===== src/design/mkns_pkg.sv =====
// Package for the multi-key null-aware sorter.
// Holds request, status and register codes, and the control struct that the top level
// broadcasts to every storage cell. Depends on nothing.
`default_nettype none

package mkns_pkg;

  localparam int KEY_SLOTS = 4;
  localparam int KEY_W     = 32;
  localparam int IDX_W     = 6;

  typedef enum logic {
    REQ_PUSH = 1'b0,
    REQ_PULL = 1'b1
  } req_t;

  typedef enum logic [1:0] {
    ST_ROW   = 2'd0,
    ST_END   = 2'd1,
    ST_FULL  = 2'd2,
    ST_SPARE = 2'd3
  } status_t;

  typedef enum logic {
    REG_KEYS_IN_USE = 1'b0,
    REG_ASC_MASK    = 1'b1
  } reg_idx_t;

  typedef struct packed {
    logic                 push;
    logic                 pull;
    logic [KEY_SLOTS-1:0] key_en;
    logic [KEY_SLOTS-1:0] asc;
  } mkns_ctl_t;

endpackage

`default_nettype wire


===== src/design/mkns_cell.sv =====
// One storage cell of the sorted insertion chain.
// Holds one row, compares an incoming row against it and shifts rows toward its
// neighbors on insertion and removal. Depends on mkns_pkg.
`default_nettype none

module mkns_cell #(
  parameter int MAX_KEYS = 4
) (
  input  wire logic                                    clk,
  input  wire mkns_pkg::mkns_ctl_t                     ctl,
  input  wire logic                                    occ,
  input  wire logic [MAX_KEYS-1:0][mkns_pkg::KEY_W-1:0] new_keys,
  input  wire logic [MAX_KEYS-1:0]                     new_nulls,
  input  wire logic [mkns_pkg::IDX_W-1:0]              new_idx,
  input  wire logic                                    left_ins,
  input  wire logic [MAX_KEYS-1:0][mkns_pkg::KEY_W-1:0] left_keys,
  input  wire logic [MAX_KEYS-1:0]                     left_nulls,
  input  wire logic [mkns_pkg::IDX_W-1:0]              left_idx,
  input  wire logic [MAX_KEYS-1:0][mkns_pkg::KEY_W-1:0] right_keys,
  input  wire logic [MAX_KEYS-1:0]                     right_nulls,
  input  wire logic [mkns_pkg::IDX_W-1:0]              right_idx,
  output logic                                         ins,
  output logic [MAX_KEYS-1:0][mkns_pkg::KEY_W-1:0]     keys,
  output logic [MAX_KEYS-1:0]                          nulls,
  output logic [mkns_pkg::IDX_W-1:0]                   idx
);
  import mkns_pkg::*;

  logic new_first;

  // Later keys are overwritten by earlier ones, so the first deciding key wins.
  always_comb begin
    new_first = 1'b0;
    for (int i = MAX_KEYS - 1; i >= 0; i--) begin
      if (ctl.key_en[i]) begin
        if (new_nulls[i] && nulls[i]) begin
          new_first = new_first;
        end else if (new_nulls[i]) begin
          new_first = ctl.asc[i];
        end else if (nulls[i]) begin
          new_first = !ctl.asc[i];
        end else if (new_keys[i] != keys[i]) begin
          new_first = ctl.asc[i] ? ($signed(new_keys[i]) < $signed(keys[i]))
                                 : ($signed(new_keys[i]) > $signed(keys[i]));
        end
      end
    end
  end

  // Once a cell to the left has taken the new row, every later cell shifts.
  assign ins = left_ins || !occ || new_first;

  always_ff @(posedge clk) begin
    if (ctl.pull) begin
      keys  <= right_keys;
      nulls <= right_nulls;
      idx   <= right_idx;
    end else if (ctl.push && left_ins) begin
      keys  <= left_keys;
      nulls <= left_nulls;
      idx   <= left_idx;
    end else if (ctl.push && ins) begin
      keys  <= new_keys;
      nulls <= new_nulls;
      idx   <= new_idx;
    end
  end

endmodule

`default_nettype wire

===== config.mk =====
export PLATFORM = sky130hd
export DESIGN_NAME = mkns_cell
export DESIGN_NICKNAME = d
export VERILOG_FILES = /design/src/design/mkns_pkg.sv /design/src/design/mkns_cell.sv
export SDC_FILE = /design/constraint.sdc
export NUM_CORES = 1
export LEC_CHECK = 0
export CORE_AREA = 2 2 221 223
export CTS_BUF_LIST = sky130_fd_sc_hd__clkbuf_4 sky130_fd_sc_hd__clkbuf_8 sky130_fd_sc_hd__clkbuf_16
export DETAILED_ROUTE_END_ITERATION = 10
export DIE_AREA = 0 0 223 225
export DONT_BUFFER_PORTS = 1
export PLACE_DENSITY = 0.43
export SETUP_SLACK_MARGIN = 0.4
export SLEW_MARGIN = 40
export SYNTH_ARGS = -nofsm -noshare
export SYNTH_HDL_FRONTEND = slang
export SYNTH_SLANG_ARGS = --single-unit

===== constraint.sdc =====
create_clock -name clk -period 7.48 [get_ports clk]
set_input_delay 0.748 -clock clk [delete_from_list [all_inputs] [get_ports clk]]
set_output_delay 0.748 -clock clk [all_outputs]
set_load 0.05 [all_outputs]

==> impl_results.md <==
* Antenna Violating Nets Remaining at 0
* Switch Pwr at 959 uW
* Total Die Area at about 50,000 sq um
* # fillers at 5,144
* CP top delay family: compound AO/OA/AOI/OAI gates
* Critical hold path startpoint: right_keys[12]
* DRC at 0
* Vias in the first global route at 8,169
* Final Net Count at 1,636
* Synth-to-Final Area Change at 12.0%
* GR Util met2 at 0.260
* Yosys cell types at 50
* Worst R2R Start: keys[78]
* Worst EP required at 7.59 ns
* Core area at 47,500 sq um
* Syn Inst Count at 1,102
* Cell mode on critical path: a211o_1
* Drt via density at 4.77
* Leakage at 0.00551 uW
* TritonCTS buffer count at 17
* Synth Cell Area at 10,500 sq um
* Actual slew at the worst max-slew pin at 0.651 ns
* Number of synthesis warnings at 0
* Sequential share of power at 0.512
* Final hold vios at 0
* R2r setup slk at about 2.4 ns
* Worst setup EP type: flop
* Fin crit period at 5.09 ns
* Combinational share of power at 0.167
* Mapped Avg Cell Area at 9.56 sq um
* Worst skew pair latency at roughly 0.49 ns
* Final GP Congestion at 0.831
* CP peak stage delay at 0.66 ns
* Status: complete, no violations
* Grt ovf at 0
* RSZ-0062 raised after global routing: false
* Startpoint Class: flop
* IR drop worst, VDD at 0.144 mV
* Initial antenna violation count at 4
* Setup violators final at 0
* Final HPWL DP at 30.8 mm
* DR WL/cell at 21.8 um
* Reg-to-Reg End: keys[120]
* Switching portion of total power at 0.375
* Die X at between 200 and 250 um
* Global Route met3 Usage at 0.0565
* Critical path class: flop to flop
* Clock power frac at 0.320
* Ys async rst share at 0
* CTS tree: yes
* Max Clock Freq at 197 MHz
* I/O pin count at 566
* Hold Path Class: input port to flop
* Worst EP arrival at 5.20 ns
* Chip height at 225 um
* Final Slew Violations at 0
* Clk sink count at 138
* GR Layer Usage met1 at 0.151
* Std-Cell Rows at 80
* Synth Net Count at ~1,700
* Total Routed Length at 37.4 mm
* First-pass GRT wire length at 52.2 mm
* Setup bufs post-CTS at 0
* Sequential share of the synthesized area at 0.393
* Number of port buffers at 0
* P_int at between 1500 and 2000 uW
* Final core occ at 0.248
* Initial Utilization at 0.222
* Clock-pin slew on the worst setup and hold paths at 0.07 ns
* MaxCap Viol Count at 0
* Slew Limit Headroom at 0.565
* CP cell instances: inv_1, ha_1, nand4_1, nor4_2, a31oi_1, o21ai_0, nand3b_1, nor4_1, a211o_1, a211o_1, a21o_4, buf_12, buf_4
* Slowest CP cell: edfxtp_1
* Number of synthesized flops with an enable pin at 138
* PwrDens at 217 nW/um^2
* Highest net fanout along the worst path at 36
* Flops & latches, synth at between 100 and 150
* Post-route setup TNS at 0 ns
* Top FF cell, synth: edfxtp_1
* Top Usage Layer GRT: met2
* Cts hold-fix bufs at 0
* Proportion of layout cells with a drive suffix above 1 at 0.0402
* Deepest clock path buffer count at 2
* Worst clock skew at about 0.019 ns
* Initial DRC count at 314
* Final worst path period share at 0.680
* WP buf/inv at 3
* Reg2reg path depth at 13
* Initial DRT Pass Iterations at 4
* GRT Total Usage at 0.145
* Routed via count at 8,159
* PostCTS Resize Cnt at 0
* Hold depth at 2
* WHS Endpoint: keys[12]
* # H-tree levels at 4
* Largest net degree at the start of global routing at 278
* CTS root buf: clkbuf_16
-- through the flow --
step	cells	worst slack, ns	hold WS, ns	power [uW]	instance area [sq um]
after CTS	1708	1.83	0.400	2610	11800
final	1711	2.39	0.459	2550	11800
after floorplan	1102	1.34	0.935	1630	10500
after global routing	1711	1.97	0.437	2700	11800
after global placement	1675	2.03	0.943	1760	11200
after detailed placement	1676	1.85	0.949	1760	11200
-- worst reg2reg max path, stage by stage, from the launching register on --
cell      delay, ns
edfxtp_1       0.66
inv_1          0.09
ha_1           0.33
nand4_1        0.28
nor4_2         0.55
a31oi_1        0.14
o21ai_0        0.30
nand3b_1       0.12
nor4_1         0.27
a211o_1        0.21
a211o_1        0.53
a21o_4         0.42
buf_12         0.28
buf_4          0.52
-- flip-flops by register name, indices dropped and copies added, names as in the netlist --
name,count
nulls,4
idx,6
keys,128
-- worst max-delay path by stage --
stage | startpoint | to | slack [ns] | depth (start not counted)
final | keys[78] | keys[120] | 2.39 | 13
after global routing | keys[78] | keys[122] | 1.97 | 13
after CTS | keys[78] | keys[120] | 1.83 | 12
after detailed placement | keys[78] | keys[120] | 1.85 | 12
after global placement | keys[78] | keys[120] | 2.03 | 12
after floorplan | new_keys[47] | idx[0] | 1.34 | 10
-- cell usage in the layout (no fill, tap or decap), drive strengths merged, types with 3 or more instances in the layout --
master   netlist  layout
a211o          4       4
a211oi         5       5
ha           128     128
a21o          17      17
a2111oi        4       4
o21ai        154     154
xnor2          4       4
clkinv         0      12
a221oi         3       3
nand2        161     161
nand3         16      16
nor4           7       7
inv          133     133
nor2b          6       6
mux2i        141     141
and3           4       4
nand4         29      29
clkbuf        33      17
o22ai          4       4
a21oi         40      40
nand3b         3       3
nor3           3       3
edfxtp       138     138
o211ai         5       5
nor2          18      18
a31oi          4       4
buf           12       5
-- power by group through the flow --
stage                     Clock (uW)  Combinational [uW]  Sequential [uW]
after floorplan                    0                 337             1290
after global placement             0                 427             1330
after detailed placement           0                 433             1330
after CTS                        863                 437             1310
after global routing             883                 495             1320
final                            819                 428             1310
-- final cells by class --
| type | count | area [sq um] | share of cell area |
|---|---|---|---|
| diodes | 2 | 5.00 | 0.000424 |
| flip-flops and latches | 138 | 4140 | 0.351 |
| clock buffers | 17 | 425 | 0.0361 |
| repair buffers | 5 | 95.1 | 0.00806 |
| well taps | 615 | 769 | 0.0653 |
| inverters | 133 | 499 | 0.0423 |
| multi-input cells | 786 | 5740 | 0.487 |
| clock inverters | 15 | 110 | 0.00934 |
-- kinds of logic (layout without fill, tap and decap cells) --
group,Yosys count,in the layout,synth area share
flops,138,138,0.393
mux,141,141,0.134
compound gates,255,255,0.139
simple gates,258,258,0.115
xor+xnor,4,4,0.00333
other cells,0,2,0
buf+inv,178,170,0.0634
fa+ha+maj,128,128,0.152
-- layer usage --
layer  vias up  wire length (um)
met5         -                30
met4         4              1030
met3        40              3130
met2       370             18900
met1      3798             14300
li1       3947                 -
-- cells in the mapped netlist, types with 3 or more instances --
| cell type | instances | area (sq um) |
|---|---|---|
| xnor2_1 | 4 | 35.0 |
| a211oi_1 | 5 | 37.5 |
| ha_1 | 128 | 1600 |
| o21ai_0 | 154 | 771 |
| a21o_1 | 17 | 128 |
| nor2_1 | 18 | 67.6 |
| inv_1 | 133 | 499 |
| nand3b_1 | 3 | 22.5 |
| and3_1 | 4 | 25.0 |
| mux2i_1 | 141 | 1410 |
| a2111oi_0 | 4 | 35.0 |
| nand2_1 | 161 | 604 |
| nor4_1 | 4 | 25.0 |
| a211o_1 | 4 | 35.0 |
| nor3_1 | 3 | 15.0 |
| nand3_1 | 16 | 80.1 |
| edfxtp_1 | 138 | 4140 |
| nand4_1 | 28 | 175 |
| buf_1 | 12 | 45.0 |
| o211ai_1 | 5 | 37.5 |
| a31oi_1 | 4 | 25.0 |
| o22ai_1 | 4 | 25.0 |
| nor2b_1 | 6 | 37.5 |
| a21oi_1 | 40 | 200 |
| clkbuf_1 | 33 | 124 |
(Power assumes the default switching activity.)
